<file path="config.mk">
export PLATFORM = sky130hd
export DESIGN_NAME = weighted_sigma_clip_unit_flat
export DESIGN_NICKNAME = d
export VERILOG_FILES = /design/src/rtl/wsc_pkg.sv /design/src/rtl/wsc_in_if.sv /design/src/rtl/wsc_out_if.sv /design/src/rtl/weighted_sigma_clip_unit.sv /design/src/flat_wrapper.sv
export SDC_FILE = /design/constraint.sdc
export NUM_CORES = 2
export LEC_CHECK = 0
export ABC_AREA = 1
export BUFFER_PORTS_ARGS = -buffer_cell sky130_fd_sc_hd__clkbuf_2
export CAP_MARGIN = 20
export CORE_MARGIN = 1.5
export CORE_UTILIZATION = 61
export CTS_CLUSTER_SIZE = 12
export DETAILED_ROUTE_END_ITERATION = 6
export GPL_ROUTABILITY_DRIVEN = 0
export PLACE_DENSITY_LB_ADDON = 0.15
export SLEW_MARGIN = 20
export SYNTH_ARGS = -nofsm -noshare
export SYNTH_HDL_FRONTEND = slang
export SYNTH_SLANG_ARGS = --single-unit
</file>
<file path="constraint.sdc">
create_clock -name clk_i -period 10 [get_ports clk_i]
set_input_delay 0.5 -clock clk_i [delete_from_list [all_inputs] [get_ports clk_i]]
set_output_delay 0.5 -clock clk_i [all_outputs]
set_load 0.01 [all_outputs]
</file>
<file path="src/rtl/wsc_pkg.sv">
// Shared types and constants for the weighted sigma clip unit.
// Used by the channel interfaces and the top level; depends on nothing.
package wsc_pkg;

  localparam int unsigned ResW   = 16;  // residual, signed Q12.4
  localparam int unsigned WgtW   = 16;  // weight, unsigned Q4.12
  localparam int unsigned CntOutW = 13; // outlier count on the result word
  localparam int unsigned NsigW  = 16;  // nsig_cut, unsigned Q8.8
  localparam int unsigned SwW    = 28;
  localparam int unsigned SfW    = 45;
  localparam int unsigned Sf2W   = 60;
  localparam int unsigned CutW   = 40;
  localparam int unsigned DivW   = 68;  // dividend width, both divisions
  localparam int unsigned SqrtW  = 25;  // root bits
  localparam int unsigned MulW   = 33;  // signed multiplier operand width

  localparam logic [6:0] DivLast  = 7'(DivW - 1);
  localparam logic [6:0] SqrtLast = 7'(SqrtW - 1);

  localparam logic [NsigW-1:0] NsigReset = 16'd1280;
  localparam logic             NsigIdx   = 1'b0;

  typedef enum logic [4:0] {
    S_IDLE,
    S_SQ,
    S_WR,
    S_WRR,
    S_ACC,
    S_FIN,
    S_DIV_M,
    S_SAT_M,
    S_DIV_E,
    S_SAT_E,
    S_MSQ,
    S_VAR,
    S_SQRT,
    S_MULD,
    S_CUT_HI,
    S_CUT_LO,
    S_CLIP
  } state_e;

endpackage

</file>
<file path="src/rtl/wsc_in_if.sv">
// Input channel of the weighted sigma clip unit: valid/ready plus pixel word.
// Depends on wsc_pkg for field widths.
interface wsc_in_if;
  logic                             valid;
  logic                             ready;
  logic                             func;
  logic signed [wsc_pkg::ResW-1:0]  residual;
  logic        [wsc_pkg::WgtW-1:0]  weight;
  logic                             last;

  modport source (output valid, func, residual, weight, last, input ready);
  modport sink   (input valid, func, residual, weight, last, output ready);
endinterface

</file>
<file path="src/rtl/wsc_out_if.sv">
// Result channel of the weighted sigma clip unit: valid/ready plus result word.
// Depends on wsc_pkg for field widths.
interface wsc_out_if;
  logic                            valid;
  logic                            ready;
  logic [wsc_pkg::WgtW-1:0]        new_weight;
  logic                            is_outlier;
  logic [wsc_pkg::CntOutW-1:0]     outlier_count;
  logic                            clip_active;
  logic                            final_res;

  modport source (output valid, new_weight, is_outlier, outlier_count, clip_active,
                  final_res, input ready);
  modport sink   (input valid, new_weight, is_outlier, outlier_count, clip_active,
                  final_res, output ready);
endinterface

</file>
<file path="src/rtl/weighted_sigma_clip_unit.sv">
// Weighted sigma clip unit: statistics pass, cut computation and clip pass.
// Depends on wsc_pkg, wsc_in_if and wsc_out_if.
//
// Usage:
//   in_ch carries pixel words (func, residual, weight, last). func 0 words feed
//   the weighted sums and give no result; func 0 with last computes mean,
//   variance, sigma and the cuts. func 1 words are classified against the
//   stored cuts, and each gives one result word on out_ch.
//   A statistics word is accepted, then r*r, w*r and w*r*r go through the
//   shared multiplier, then it is accumulated. The last statistics word then
//   adds two 68-step restoring divisions by the weight sum, one m*m product,
//   a 25-step square root and the nsig*sigma product, all one step per cycle.
//   A clip word is accepted, then classified and loaded into the output
//   register; its result is valid on the cycle after that.
//   in_ch.ready is high only while the sequencer is idle.
//   Stall: the output register holds one result. A new clip word may be taken
//   while it waits; that word then waits in the classify step until the
//   register is taken.
//   Reset: sums, cuts, clip enable and outlier count clear; nsig_cut returns
//   to 5.0 (1280). nsig_cut is written through the APB port, one register at
//   word index 0 (paddr[2] selects the word).
module weighted_sigma_clip_unit #(
  parameter int unsigned MAX_PIXELS = 4096
) (
  input  logic             clk_i,
  input  logic             rst_ni,
  wsc_in_if.sink           in_ch,
  wsc_out_if.source        out_ch,
  input  logic             psel,
  input  logic             penable,
  input  logic             pwrite,
  input  logic [2:0]       paddr,
  input  logic [31:0]      pwdata,
  output logic [31:0]      prdata,
  output logic             pready
);

  localparam int unsigned CntW = $clog2(MAX_PIXELS + 1);

  // ---------------------------------------------------------------- registers
  wsc_pkg::state_e state_q, state_d;

  logic [wsc_pkg::NsigW-1:0] nsig_q, nsig_d;

  // architectural state
  logic [wsc_pkg::SwW-1:0]         sw_q, sw_d;
  logic [wsc_pkg::SfW-1:0]         sf_q, sf_d;
  logic [wsc_pkg::Sf2W-1:0]        sf2_q, sf2_d;
  logic signed [wsc_pkg::CutW-1:0] up_q, up_d;
  logic signed [wsc_pkg::CutW-1:0] lo_q, lo_d;
  logic                            clip_en_q, clip_en_d;
  logic [CntW-1:0]                 cnt_q, cnt_d;

  // latched input word
  logic signed [wsc_pkg::ResW-1:0] res_q, res_d;
  logic [wsc_pkg::WgtW-1:0]        wgt_q, wgt_d;
  logic                            last_q, last_d;

  // working registers of the sequencer
  logic signed [2*wsc_pkg::MulW-1:0] prod_q, prod_d;
  logic [30:0]                       rr_q, rr_d;
  logic [wsc_pkg::DivW-1:0]          div_num_q, div_num_d;
  logic [wsc_pkg::DivW-1:0]          div_quo_q, div_quo_d;
  logic [wsc_pkg::SwW-1:0]           div_rem_q, div_rem_d;
  logic [2*wsc_pkg::SqrtW-1:0]       sq_src_q, sq_src_d;
  logic [wsc_pkg::SqrtW-1:0]         sq_root_q, sq_root_d;
  logic [wsc_pkg::SqrtW:0]           sq_rem_q, sq_rem_d;
  logic [6:0]                        step_q, step_d;
  logic                              neg_q, neg_d;
  logic [31:0]                       m_q, m_d;
  logic [48:0]                       e2_q, e2_d;

  // output register
  logic                          out_valid_q, out_valid_d;
  logic [wsc_pkg::WgtW-1:0]      out_wgt_q, out_wgt_d;
  logic                          out_outl_q, out_outl_d;
  logic [wsc_pkg::CntOutW-1:0]   out_cnt_q, out_cnt_d;
  logic                          out_act_q, out_act_d;
  logic                          out_fin_q, out_fin_d;

  // ------------------------------------------------------------- shared logic
  logic                              in_fire;
  logic                              out_free;
  logic                              cfg_wr;
  logic signed [wsc_pkg::MulW-1:0]   mul_a, mul_b;

  // divider step: shift in one dividend bit, subtract divisor if it fits
  logic [wsc_pkg::SwW:0]   div_trial;
  logic [wsc_pkg::SwW:0]   div_diff;
  logic                    div_ge;

  // square root step: two source bits in, one root bit out
  logic [wsc_pkg::SqrtW+2:0] sq_trial;
  logic [wsc_pkg::SqrtW+2:0] sq_test;
  logic [wsc_pkg::SqrtW+2:0] sq_diff;
  logic                      sq_ge;

  logic [46:0]  msq;
  logic         var_ok;
  logic [44:0]  sf_mag;

  logic signed [41:0] mean42;
  logic signed [41:0] d42;
  logic signed [41:0] add_sum;
  logic signed [wsc_pkg::CutW-1:0] cut_sat;

  logic signed [wsc_pkg::CutW-1:0] r16;
  logic                            outl;
  logic [CntW-1:0]                 cnt_inc;
  logic [CntW+wsc_pkg::CntOutW-1:0] cnt_ext;

  assign in_fire  = in_ch.valid && (state_q == wsc_pkg::S_IDLE);
  assign out_free = !out_valid_q || out_ch.ready;
  assign cfg_wr   = psel && penable && pwrite && (paddr[2] == wsc_pkg::NsigIdx);

  assign div_trial = {div_rem_q, div_num_q[wsc_pkg::DivW-1]};
  assign div_diff  = div_trial - {1'b0, sw_q};
  assign div_ge    = div_trial >= {1'b0, sw_q};

  assign sq_trial = {sq_rem_q, sq_src_q[2*wsc_pkg::SqrtW-1 -: 2]};
  assign sq_test  = {1'b0, sq_root_q, 2'b01};
  assign sq_diff  = sq_trial - sq_test;
  assign sq_ge    = sq_trial >= sq_test;

  // mean^2 in Q.16, product of the previous step
  assign msq    = prod_q[62:16];
  assign var_ok = e2_q > {2'b00, msq};

  // magnitude of the signed residual sum, 2^44 for the most negative value
  assign sf_mag = sf_q[wsc_pkg::SfW-1] ? (~sf_q + 45'd1) : sf_q;

  // cut adder: mean + d, then mean - d, saturated to 40 bits signed
  assign mean42  = neg_q ? -$signed({10'b0, m_q}) : $signed({10'b0, m_q});
  assign d42     = $signed({1'b0, prod_q[40:0]});
  assign add_sum = (state_q == wsc_pkg::S_CUT_HI) ? (mean42 + d42) : (mean42 - d42);

  always_comb begin
    if (add_sum[41:39] == 3'b000 || add_sum[41:39] == 3'b111) begin
      cut_sat = add_sum[wsc_pkg::CutW-1:0];
    end else if (add_sum[41]) begin
      cut_sat = {1'b1, {(wsc_pkg::CutW-1){1'b0}}};
    end else begin
      cut_sat = {1'b0, {(wsc_pkg::CutW-1){1'b1}}};
    end
  end

  // clip pass: residual in Q.16 against the stored cuts
  assign r16     = {{12{res_q[wsc_pkg::ResW-1]}}, res_q, 12'b0};
  assign outl    = clip_en_q && ((r16 > up_q) || (r16 < lo_q));
  assign cnt_inc = (outl && (cnt_q < CntW'(MAX_PIXELS))) ? (cnt_q + CntW'(1)) : cnt_q;
  assign cnt_ext = {{wsc_pkg::CntOutW{1'b0}}, cnt_inc};

  // shared multiplier operand select, product registered every cycle
  always_comb begin
    mul_a = '0;
    mul_b = '0;
    unique case (state_q)
      wsc_pkg::S_SQ: begin
        mul_a = 33'(res_q);
        mul_b = 33'(res_q);
      end
      wsc_pkg::S_WR: begin
        mul_a = $signed({17'b0, wgt_q});
        mul_b = 33'(res_q);
      end
      wsc_pkg::S_WRR: begin
        mul_a = $signed({17'b0, wgt_q});
        mul_b = $signed({2'b0, rr_q});
      end
      wsc_pkg::S_MSQ: begin
        mul_a = $signed({1'b0, m_q});
        mul_b = $signed({1'b0, m_q});
      end
      // nsig*sigma is held for both cut steps
      wsc_pkg::S_MULD, wsc_pkg::S_CUT_HI: begin
        mul_a = $signed({17'b0, nsig_q});
        mul_b = $signed({8'b0, sq_root_q});
      end
      default: begin
        mul_a = '0;
        mul_b = '0;
      end
    endcase
  end

  assign prod_d = mul_a * mul_b;

  // --------------------------------------------------------------- next state
  always_comb begin
    state_d = state_q;
    unique case (state_q)
      wsc_pkg::S_IDLE: begin
        if (in_ch.valid) begin
          state_d = in_ch.func ? wsc_pkg::S_CLIP : wsc_pkg::S_SQ;
        end
      end
      wsc_pkg::S_SQ:    state_d = wsc_pkg::S_WR;
      wsc_pkg::S_WR:    state_d = wsc_pkg::S_WRR;
      wsc_pkg::S_WRR:   state_d = wsc_pkg::S_ACC;
      wsc_pkg::S_ACC:   state_d = last_q ? wsc_pkg::S_FIN : wsc_pkg::S_IDLE;
      wsc_pkg::S_FIN:   state_d = (sw_q == '0) ? wsc_pkg::S_IDLE : wsc_pkg::S_DIV_M;
      wsc_pkg::S_DIV_M: state_d = (step_q == '0) ? wsc_pkg::S_SAT_M : wsc_pkg::S_DIV_M;
      wsc_pkg::S_SAT_M: state_d = wsc_pkg::S_DIV_E;
      wsc_pkg::S_DIV_E: state_d = (step_q == '0) ? wsc_pkg::S_SAT_E : wsc_pkg::S_DIV_E;
      wsc_pkg::S_SAT_E: state_d = wsc_pkg::S_MSQ;
      wsc_pkg::S_MSQ:   state_d = wsc_pkg::S_VAR;
      wsc_pkg::S_VAR:   state_d = var_ok ? wsc_pkg::S_SQRT : wsc_pkg::S_IDLE;
      wsc_pkg::S_SQRT:  state_d = (step_q == '0) ? wsc_pkg::S_MULD : wsc_pkg::S_SQRT;
      wsc_pkg::S_MULD:  state_d = wsc_pkg::S_CUT_HI;
      wsc_pkg::S_CUT_HI: state_d = wsc_pkg::S_CUT_LO;
      wsc_pkg::S_CUT_LO: state_d = wsc_pkg::S_IDLE;
      wsc_pkg::S_CLIP:  state_d = out_free ? wsc_pkg::S_IDLE : wsc_pkg::S_CLIP;
      default:          state_d = wsc_pkg::S_IDLE;
    endcase
  end

  // ----------------------------------------------------------------- datapath
  always_comb begin
    nsig_d      = cfg_wr ? pwdata[wsc_pkg::NsigW-1:0] : nsig_q;
    sw_d        = sw_q;
    sf_d        = sf_q;
    sf2_d       = sf2_q;
    up_d        = up_q;
    lo_d        = lo_q;
    clip_en_d   = clip_en_q;
    cnt_d       = cnt_q;
    res_d       = res_q;
    wgt_d       = wgt_q;
    last_d      = last_q;
    rr_d        = rr_q;
    div_num_d   = div_num_q;
    div_quo_d   = div_quo_q;
    div_rem_d   = div_rem_q;
    sq_src_d    = sq_src_q;
    sq_root_d   = sq_root_q;
    sq_rem_d    = sq_rem_q;
    step_d      = step_q;
    neg_d       = neg_q;
    m_d         = m_q;
    e2_d        = e2_q;
    out_valid_d = out_valid_q && !out_ch.ready;
    out_wgt_d   = out_wgt_q;
    out_outl_d  = out_outl_q;
    out_cnt_d   = out_cnt_q;
    out_act_d   = out_act_q;
    out_fin_d   = out_fin_q;

    unique case (state_q)
      wsc_pkg::S_IDLE: begin
        if (in_fire) begin
          res_d  = in_ch.residual;
          wgt_d  = in_ch.weight;
          last_d = in_ch.last;
        end
      end
      wsc_pkg::S_SQ: begin
      end
      wsc_pkg::S_WR: begin
        rr_d = prod_q[30:0];
      end
      wsc_pkg::S_WRR: begin
        sf_d = sf_q + prod_q[wsc_pkg::SfW-1:0];
      end
      wsc_pkg::S_ACC: begin
        sf2_d = sf2_q + prod_q[wsc_pkg::Sf2W-1:0];
        sw_d  = sw_q + {12'b0, wgt_q};
      end
      wsc_pkg::S_FIN: begin
        if (sw_q == '0) begin
          clip_en_d = 1'b0;
          sw_d      = '0;
          sf_d      = '0;
          sf2_d     = '0;
          cnt_d     = '0;
        end else begin
          neg_d     = sf_q[wsc_pkg::SfW-1];
          div_num_d = {11'b0, sf_mag, 12'b0};
          div_quo_d = '0;
          div_rem_d = '0;
          step_d    = wsc_pkg::DivLast;
        end
      end
      wsc_pkg::S_DIV_M, wsc_pkg::S_DIV_E: begin
        div_num_d = {div_num_q[wsc_pkg::DivW-2:0], 1'b0};
        div_quo_d = {div_quo_q[wsc_pkg::DivW-2:0], div_ge};
        div_rem_d = div_ge ? div_diff[wsc_pkg::SwW-1:0] : div_trial[wsc_pkg::SwW-1:0];
        step_d    = step_q - 7'd1;
      end
      wsc_pkg::S_SAT_M: begin
        // mean capped at 1.0 * 2^15 in Q.16
        m_d       = (div_quo_q > 68'h8000_0000) ? 32'h8000_0000 : div_quo_q[31:0];
        div_num_d = {sf2_q, 8'b0};
        div_quo_d = '0;
        div_rem_d = '0;
        step_d    = wsc_pkg::DivLast;
      end
      wsc_pkg::S_SAT_E: begin
        e2_d = (div_quo_q > (68'd1 << 48)) ? (49'd1 << 48) : div_quo_q[48:0];
      end
      wsc_pkg::S_MSQ: begin
      end
      wsc_pkg::S_VAR: begin
        if (var_ok) begin
          sq_src_d  = {1'b0, e2_q - {2'b00, msq}};
          sq_root_d = '0;
          sq_rem_d  = '0;
          step_d    = wsc_pkg::SqrtLast;
        end else begin
          clip_en_d = 1'b0;
          sw_d      = '0;
          sf_d      = '0;
          sf2_d     = '0;
          cnt_d     = '0;
        end
      end
      wsc_pkg::S_SQRT: begin
        sq_src_d  = {sq_src_q[2*wsc_pkg::SqrtW-3:0], 2'b00};
        sq_root_d = {sq_root_q[wsc_pkg::SqrtW-2:0], sq_ge};
        sq_rem_d  = sq_ge ? sq_diff[wsc_pkg::SqrtW:0] : sq_trial[wsc_pkg::SqrtW:0];
        step_d    = step_q - 7'd1;
      end
      wsc_pkg::S_MULD: begin
      end
      wsc_pkg::S_CUT_HI: begin
        up_d = cut_sat;
      end
      wsc_pkg::S_CUT_LO: begin
        lo_d      = cut_sat;
        clip_en_d = 1'b1;
        sw_d      = '0;
        sf_d      = '0;
        sf2_d     = '0;
        cnt_d     = '0;
      end
      wsc_pkg::S_CLIP: begin
        if (out_free) begin
          out_valid_d = 1'b1;
          out_wgt_d   = outl ? '0 : wgt_q;
          out_outl_d  = outl;
          out_cnt_d   = cnt_ext[wsc_pkg::CntOutW-1:0];
          out_act_d   = clip_en_q;
          out_fin_d   = last_q;
          cnt_d       = last_q ? '0 : cnt_inc;
        end
      end
      default: begin
      end
    endcase
  end

  // ------------------------------------------------------------------ storage
  always_ff @(posedge clk_i or negedge rst_ni) begin
    if (!rst_ni) begin
      state_q     <= wsc_pkg::S_IDLE;
      nsig_q      <= wsc_pkg::NsigReset;
      sw_q        <= '0;
      sf_q        <= '0;
      sf2_q       <= '0;
      up_q        <= '0;
      lo_q        <= '0;
      clip_en_q   <= 1'b0;
      cnt_q       <= '0;
      out_valid_q <= 1'b0;
    end else begin
      state_q     <= state_d;
      nsig_q      <= nsig_d;
      sw_q        <= sw_d;
      sf_q        <= sf_d;
      sf2_q       <= sf2_d;
      up_q        <= up_d;
      lo_q        <= lo_d;
      clip_en_q   <= clip_en_d;
      cnt_q       <= cnt_d;
      out_valid_q <= out_valid_d;
    end
  end

  always_ff @(posedge clk_i) begin
    res_q     <= res_d;
    wgt_q     <= wgt_d;
    last_q    <= last_d;
    prod_q    <= prod_d;
    rr_q      <= rr_d;
    div_num_q <= div_num_d;
    div_quo_q <= div_quo_d;
    div_rem_q <= div_rem_d;
    sq_src_q  <= sq_src_d;
    sq_root_q <= sq_root_d;
    sq_rem_q  <= sq_rem_d;
    step_q    <= step_d;
    neg_q     <= neg_d;
    m_q       <= m_d;
    e2_q      <= e2_d;
    out_wgt_q <= out_wgt_d;
    out_outl_q <= out_outl_d;
    out_cnt_q <= out_cnt_d;
    out_act_q <= out_act_d;
    out_fin_q <= out_fin_d;
  end

  // -------------------------------------------------------------------- ports
  assign in_ch.ready          = (state_q == wsc_pkg::S_IDLE);
  assign out_ch.valid         = out_valid_q;
  assign out_ch.new_weight    = out_wgt_q;
  assign out_ch.is_outlier    = out_outl_q;
  assign out_ch.outlier_count = out_cnt_q;
  assign out_ch.clip_active   = out_act_q;
  assign out_ch.final_res     = out_fin_q;

  assign pready = 1'b1;
  assign prdata = (paddr[2] == wsc_pkg::NsigIdx) ? {16'b0, nsig_q} : 32'b0;

endmodule

</file>
<file path="src/flat_wrapper.sv">
// flat-port wrapper written by rule: the top's interface ports become plain ports
module weighted_sigma_clip_unit_flat 
#(
  parameter int unsigned MAX_PIXELS = 4096
)
  (clk_i, rst_ni, psel, penable, pwrite, paddr, pwdata, prdata, pready, in_ch_valid, in_ch_func, in_ch_residual, in_ch_weight, in_ch_last, in_ch_ready, out_ch_valid, out_ch_new_weight, out_ch_is_outlier, out_ch_outlier_count, out_ch_clip_active, out_ch_final_res, out_ch_ready);
  wsc_in_if in_ch_i ();
  wsc_out_if out_ch_i ();
  input  logic clk_i;
  input  logic rst_ni;
  input  logic psel;
  input  logic penable;
  input  logic pwrite;
  input  logic [2:0] paddr;
  input  logic [31:0] pwdata;
  output logic [31:0] prdata;
  output logic pready;
  input wire logic [$bits(in_ch_i.valid)-1:0] in_ch_valid;
  input wire logic [$bits(in_ch_i.func)-1:0] in_ch_func;
  input wire logic [$bits(in_ch_i.residual)-1:0] in_ch_residual;
  input wire logic [$bits(in_ch_i.weight)-1:0] in_ch_weight;
  input wire logic [$bits(in_ch_i.last)-1:0] in_ch_last;
  output wire logic [$bits(in_ch_i.ready)-1:0] in_ch_ready;
  output wire logic [$bits(out_ch_i.valid)-1:0] out_ch_valid;
  output wire logic [$bits(out_ch_i.new_weight)-1:0] out_ch_new_weight;
  output wire logic [$bits(out_ch_i.is_outlier)-1:0] out_ch_is_outlier;
  output wire logic [$bits(out_ch_i.outlier_count)-1:0] out_ch_outlier_count;
  output wire logic [$bits(out_ch_i.clip_active)-1:0] out_ch_clip_active;
  output wire logic [$bits(out_ch_i.final_res)-1:0] out_ch_final_res;
  input wire logic [$bits(out_ch_i.ready)-1:0] out_ch_ready;
  assign in_ch_i.valid = in_ch_valid;
  assign in_ch_i.func = in_ch_func;
  assign in_ch_i.residual = in_ch_residual;
  assign in_ch_i.weight = in_ch_weight;
  assign in_ch_i.last = in_ch_last;
  assign in_ch_ready = in_ch_i.ready;
  assign out_ch_valid = out_ch_i.valid;
  assign out_ch_new_weight = out_ch_i.new_weight;
  assign out_ch_is_outlier = out_ch_i.is_outlier;
  assign out_ch_outlier_count = out_ch_i.outlier_count;
  assign out_ch_clip_active = out_ch_i.clip_active;
  assign out_ch_final_res = out_ch_i.final_res;
  assign out_ch_i.ready = out_ch_ready;
  weighted_sigma_clip_unit #(.MAX_PIXELS(MAX_PIXELS)) u_core (.clk_i(clk_i), .rst_ni(rst_ni), .in_ch(in_ch_i), .out_ch(out_ch_i), .psel(psel), .penable(penable), .pwrite(pwrite), .paddr(paddr), .pwdata(pwdata), .prdata(prdata), .pready(pready));
endmodule
</file>
---- After elaboration in Yosys (flattened, before gate mapping) ----
Index checks and enable logic that the tools add are counted.
cells by class
  $add $sub $neg .......................... 12
  $mul .................................... 1
  div/mod/pow operators ................... 0
  magnitude comparators ................... 8
  eq/ne operators ......................... 23
  shifts and indexed selects .............. 0
  multiplexer cells ....................... 55
  bitwise logic cells ..................... 3
  reductions and logical operators ........ 38
operators by type and width
  operator                                                                 number
  68-bit case mux with 3 select lines                                      2
  33-bit case mux with 4 select lines                                      2
  60-bit case mux with 4 select lines                                      1
  45-bit case mux with 4 select lines                                      1
  68-bit two-way mux                                                       2
  45-bit two-way mux                                                       3
  60-bit two-way mux                                                       2
  28-bit two-way mux                                                       4
  28-bit case mux with 4 select lines                                      1
  50-bit case mux with 2 select lines                                      1
  42-bit two-way mux                                                       2
  28-bit case mux with 3 select lines                                      1
  40-bit two-way mux                                                       2
  5-bit case mux with 16 select lines                                      1
  68-bit by 32-bit > comparator with 1-bit output (second input constant)  1
  68-bit by 49-bit > comparator with 1-bit output (second input constant)  1
  13-bit two-way mux                                                       5
  33-bit by 33-bit multiplier with 63-bit output                           1
  60-bit adder                                                             1
  26-bit two-way mux                                                       2
  13-bit case mux with 4 select lines                                      1
  26-bit case mux with 2 select lines                                      1
  50-bit two-way mux                                                       1
  25-bit case mux with 2 select lines                                      1
  51 further kinds                                                         100
word-level totals
  register bits after elaboration ......... 762
  latch bits .............................. 0
  RAM bits ................................ 0
  ROM bits ................................ 0
  input port bits ......................... 76
  output and inout port bits .............. 67
  logic and storage cells ................. 170
  memories ................................ 0

---- Logic depth before layout (Yosys ltp) ----
  depth after elaboration ................. 8
  depth in mapped cells ................... 43
  mapped depth without buffers ............ 40

---- Least setup slack after synthesis ----
OpenSTA, ideal clock, no wires.
  kind .................................... reg2reg
  start point ............................. register u_core.state_q[4]
  end point ............................... register u_core.prod_q[55] in the netlist's numbering
  library setup time ...................... 0.072 ns
  data arrival time ....................... 8.202 ns
  data required time ...................... 9.928 ns
  slack ................................... 1.727 ns
  cell stages (with the launch flop) ...... 34
  path buffers ............................ 2
  clock period less this slack ............ 8.273 ns
  cells stage by stage .................... dfrtp_1 inv_2 nand3_1 nor2_2 inv_2 o21ai_2 inv_2 buf_4 o21ai_1 a21oi_1 nand2_1 inv_2 buf_2 nor2_1 fa_1 fa_1 fa_1 inv_1 fa_1 inv_1 fa_1 fa_1 inv_1 fa_1 fa_1 inv_1 ha_1 nand2_1 nor2_1 inv_1 nor4_1 nand3_1 nand3_1 xor2_1
on the way
  cells in the longest elaborated chain, start to end .. 4
  elaborated cells on any way between the ends .. 12
  classes of those cells .................. mul (1); eq/ne (6); mux (2); reduce/logical (3)
RTL lines
  item                                                                    RTL line                         source
  from (decl)                                                             weighted_sigma_clip_unit.sv:41   wsc_pkg::state_e state_q, state_d;
  from (signal assigned)                                                  weighted_sigma_clip_unit.sv:354  state_q <= wsc_pkg::S_IDLE;
  from (signal assigned)                                                  weighted_sigma_clip_unit.sv:365  state_q <= state_d;
  5-bit by 4-bit == test with 1-bit output, or another cell as far along  weighted_sigma_clip_unit.sv:157  unique case (state_q)
  2-bit OR reduction (on tied branches)                                   n/a
  33-bit case mux with 4 select lines                                     weighted_sigma_clip_unit.sv:157
  33-bit by 33-bit multiplier with 63-bit output *                        weighted_sigma_clip_unit.sv:186  assign prod_d = mul_a * mul_b;
  via u_core.prod_d (one bit)                                             weighted_sigma_clip_unit.sv:60   logic signed [2*wsc_pkg::MulW-1:0] prod_q, prod_d;
  to (signal assigned)                                                    weighted_sigma_clip_unit.sv:382  prod_q <= prod_d;
  to (decl)                                                               weighted_sigma_clip_unit.sv:60
The timed path passes the listed nets; every way through them passes the cells marked *.
A chain may end at the register's enable or synchronous reset.

---- Worst setup path after layout ----
  start point ............................. register u_core.state_q[4]
  end point ............................... register u_core.prod_q[62] in the netlist's numbering
Same word-level chain as after synthesis.

==> flow_metrics.tcl <==
set metrics [dict create \
    outcome "finished, violations left" \
    violations "DRC" \
    numCtsBuffers 85 \
    rr_startpoint "u_core.state_q[4]$_DFFE_PN0P_" \
    synth-seq-cells 754 \
    synthArstFlopShare_pct 33.0 \
    viasPerCell 5.91 \
    max_freq_ghz 0.102 \
    synth_cell_types 72 \
    route.detailed.drc 13 \
    synth_edf_count 442 \
    finalSetupViolCount 0 \
    post-place-ws_ns 0.176 \
    wl_mm 307 \
    cts_max_path_buffers 3 \
    period_needed_ns 9.83 \
    area_growth_pct 6.57 \
    fin_util_pct 65.5 \
    crit_family "adder cells" \
    hp-class "in -> reg" \
    finalCritPeriodShare_pct 98.3 \
    placedCellCount 13500 \
    fin_skew_ns 0.0847 \
    worstReg2RegEnd "u_core.prod_q[62]$_DFF_P_" \
    drtIter0Drc 9102 \
    holdWs_ns 0.0151 \
    hold_viol_final 0 \
    cpMostUsedCell "fa_1" \
    slowest_stage "fa_1" \
    die_height_um 389 \
    fillers 12600 \
    clkLatencyLatePin_ns 0.74 \
    rows 141 \
    ioPinCount 143 \
    required_ns 10.62 \
    cp.depth 36 \
    ys_top_cells_by_area "fa_1 (25%), edfxtp_1 (15%), nand2_1 (10%)" \
    synth_cells 11700 \
    drv_slew 0 \
    reg2reg_slack_ns 0.17 \
    setup_ws_ns 0.170 \
    drv_cap 0 \
    startpoint "u_core.state_q[4]$_DFFE_PN0P_" \
    synthFlopType "edfxtp_1" \
    synth-seq-area-share_pct 22.9 \
    final_cell_count_no_fill 13700 \
    rsz0062_at_grt "yes" \
    grt_pass1_vias 81700 \
    startpoint_type "flip-flop" \
    grt_pass1_wl_mm 471 \
    ys_warn_count 0 \
    synth.avg_cell_area_um2 7.79 \
    reg2reg_depth 36 \
    maxSlewHeadroom_pct 27.0 \
    antenna_found_initial 10 \
    netlist.top_cell.by_area "fa_1" \
    netlist_area_um2 90800 \
    grt_overflow 0 \
    cts_root_buf "clkbuf_16" \
    slowest_delay_ns 0.67 \
    ant_nets 0 \
    worst_pin_slew_ns 1.09 \
    path_class "reg -> reg" \
    grt_start_max_net_pins 135 \
    drive_gt1_share_pct 5.04 \
    die-area_um2 151000 \
    routedWlPerCell_um 22.4 \
    start_util_pct 61.5 \
    yosysTopAreaCellShare_pct 24.7 \
    dr.pass1.iters 7 \
    h-tree-depth 3 \
    die_w_um 389 \
    tritoncts "built" \
    endpoint "u_core.prod_q[62]$_DFF_P_" \
    crit_path_end_kind "flip-flop" \
    crit_arrival_ns 10.45 \
    hpwl_mm 243 \
    fin_nets 13400 \
    cts_sinks 754 \
    core-area_um2 148000 \
    vias 81100 \
    worstPathMaxFanout 27 \
    port_buffers 107 \
    path_clk_slew_ns 0.07 \
    grt_usage_pct 41.1 \
    path_buf_inv 12 \
]
-- placed cells by master, fill, tap and decap left out, drive strengths merged, types with 63 or more instances in the layout --
cell / n
nor3: 136
buf: 142
nand3: 406
dfxtp: 63
xnor2: 109
a21oi: 527
fa: 1119
inv: 2261
ha: 533
dfrtp: 247
nand2: 2515
o21ai: 498
edfxtp: 442
clkbuf: 236
nand4: 103
nor2: 1670
xor2: 190
-- logic make-up (layout without fill, tap and decap cells) --
| group | Yosys count | in the layout | share of synthesized area (%) |
|---|---|---|---|
| xor gates and xnor gates | 299 | 299 | 2.89 |
| DFF | 754 | 754 | 22.9 |
| adders and majority gates | 1652 | 1652 | 32.0 |
| other | 2 | 29 | 0.00827 |
| AOI/OAI and AO/OA | 1380 | 1380 | 8.59 |
| and+or+nand+nor | 4971 | 4971 | 22.5 |
| buffers and inverters | 2593 | 2708 | 11.1 |
-- worst reg2reg max path, delay by kind of cell (launching register included) --
kind | cells | cell delay, ns
simple gates | 7 | 0.99
fa+ha+maj | 9 | 4.85
flops | 1 | 0.43
compound gates | 8 | 1.49
buf+inv | 12 | 1.95
-- flip-flops by register name, summed over array words and instances (netlist names), 5 cells and up --
signal	flops
u_core.cnt_q	13
u_core.div_num_q	60
u_core.div_quo_q	68
u_core.div_rem_q	28
u_core.e2_q	49
u_core.lo_q	40
u_core.m_q	32
u_core.nsig_q	16
u_core.out_ch.new_weight	16
u_core.out_ch.outlier_count	13
u_core.prod_q	63
u_core.res_q	16
u_core.rr_q	31
u_core.sf2_q	60
u_core.sf_q	45
u_core.sq_rem_q	26
u_core.sq_root_q	25
u_core.sq_src_q	50
u_core.state_q	5
u_core.step_q	7
u_core.sw_q	28
u_core.up_q	40
u_core.wgt_q	16
-- worst min path at each step --
stage	start	end	slack, ns	cells after the start
after floorplan	rst_ni	u_core.clip_en_q$_DFFE_PN0P_	0.20	0
after global placement	rst_ni	u_core.cnt_q[7]$_DFFE_PN0P_	0.44	1
after detailed placement	rst_ni	u_core.cnt_q[6]$_DFFE_PN0P_	0.45	1
after CTS	in_ch_residual[8]	u_core.res_q[8]$_DFFE_PP_	0.005	1
after global routing	in_ch_residual[8]	u_core.res_q[8]$_DFFE_PP_	0.004	1
final	in_ch_residual[8]	u_core.res_q[8]$_DFFE_PP_	0.02	1
-- metrics by stage --
| step | instance area, µm² | setup TNS, ns |
|---|---|---|
| finish | 96700 | 0 |
| global route | 96700 | -0.0575 |
| detailed placement | 93400 | 0 |
| global placement | 93400 | 0 |
| CTS | 96600 | 0 |
| floorplan | 90800 | 0 |
-- synthesized netlist by cell type (17+ instances only) --
cell type and count:
a31oi_1 58, o21ai_0 456, xor2_1 189, fa_1 1119, nand4_1 103, o22ai_1 20, o21ai_1 40, nor3_1 119
dfrtp_1 247, nor2_2 21, nand2_2 33, a22oi_1 47, a21oi_1 527, dfxtp_1 63, xnor2_1 109, buf_4 25
ha_1 533, a21o_1 62, edfxtp_1 442, nand3_1 398, o21bai_1 59, or2_2 37, inv_1 2214, inv_2 47
o21a_1 18, clkbuf_1 139, nor4_1 54, nand3b_1 18, a22o_1 17, buf_2 140, nor2_1 1645, nand2_1 2480
-- timing repair --
item	4_1_cts	5_1_grt
setup buffers	0	6
setup endpoints to repair	0	20
hold buffers	33	0
hold endpoints to repair	83	0
gates resized for setup	0	8
-- metal layers --
| layer | GRT usage (%) | share of wire (%) |
|---|---|---|
| met1 | 49.9 | 36 |
| met2 | 63.3 | 44 |
| met3 | 12.8 | 12 |
| met4 | 26.6 | 8.1 |
| met5 | 0 | 0.025 |
-- final cells by class --
class                   count  area, µm²  area share [%]
multi-input cells        8319      60200            62.2
flip-flops and latches    754      20800            21.5
inverters                2267       8530            8.82
clock buffers             130       2490            2.57
well taps                1930       2410            2.50
repair buffers            281       2000            2.06
clock inverters            30        329           0.340
diodes                     12       30.0          0.0310
Power is not shown: default switching activity piles up to over one toggle a cycle in this logic, so the estimate is an artifact.
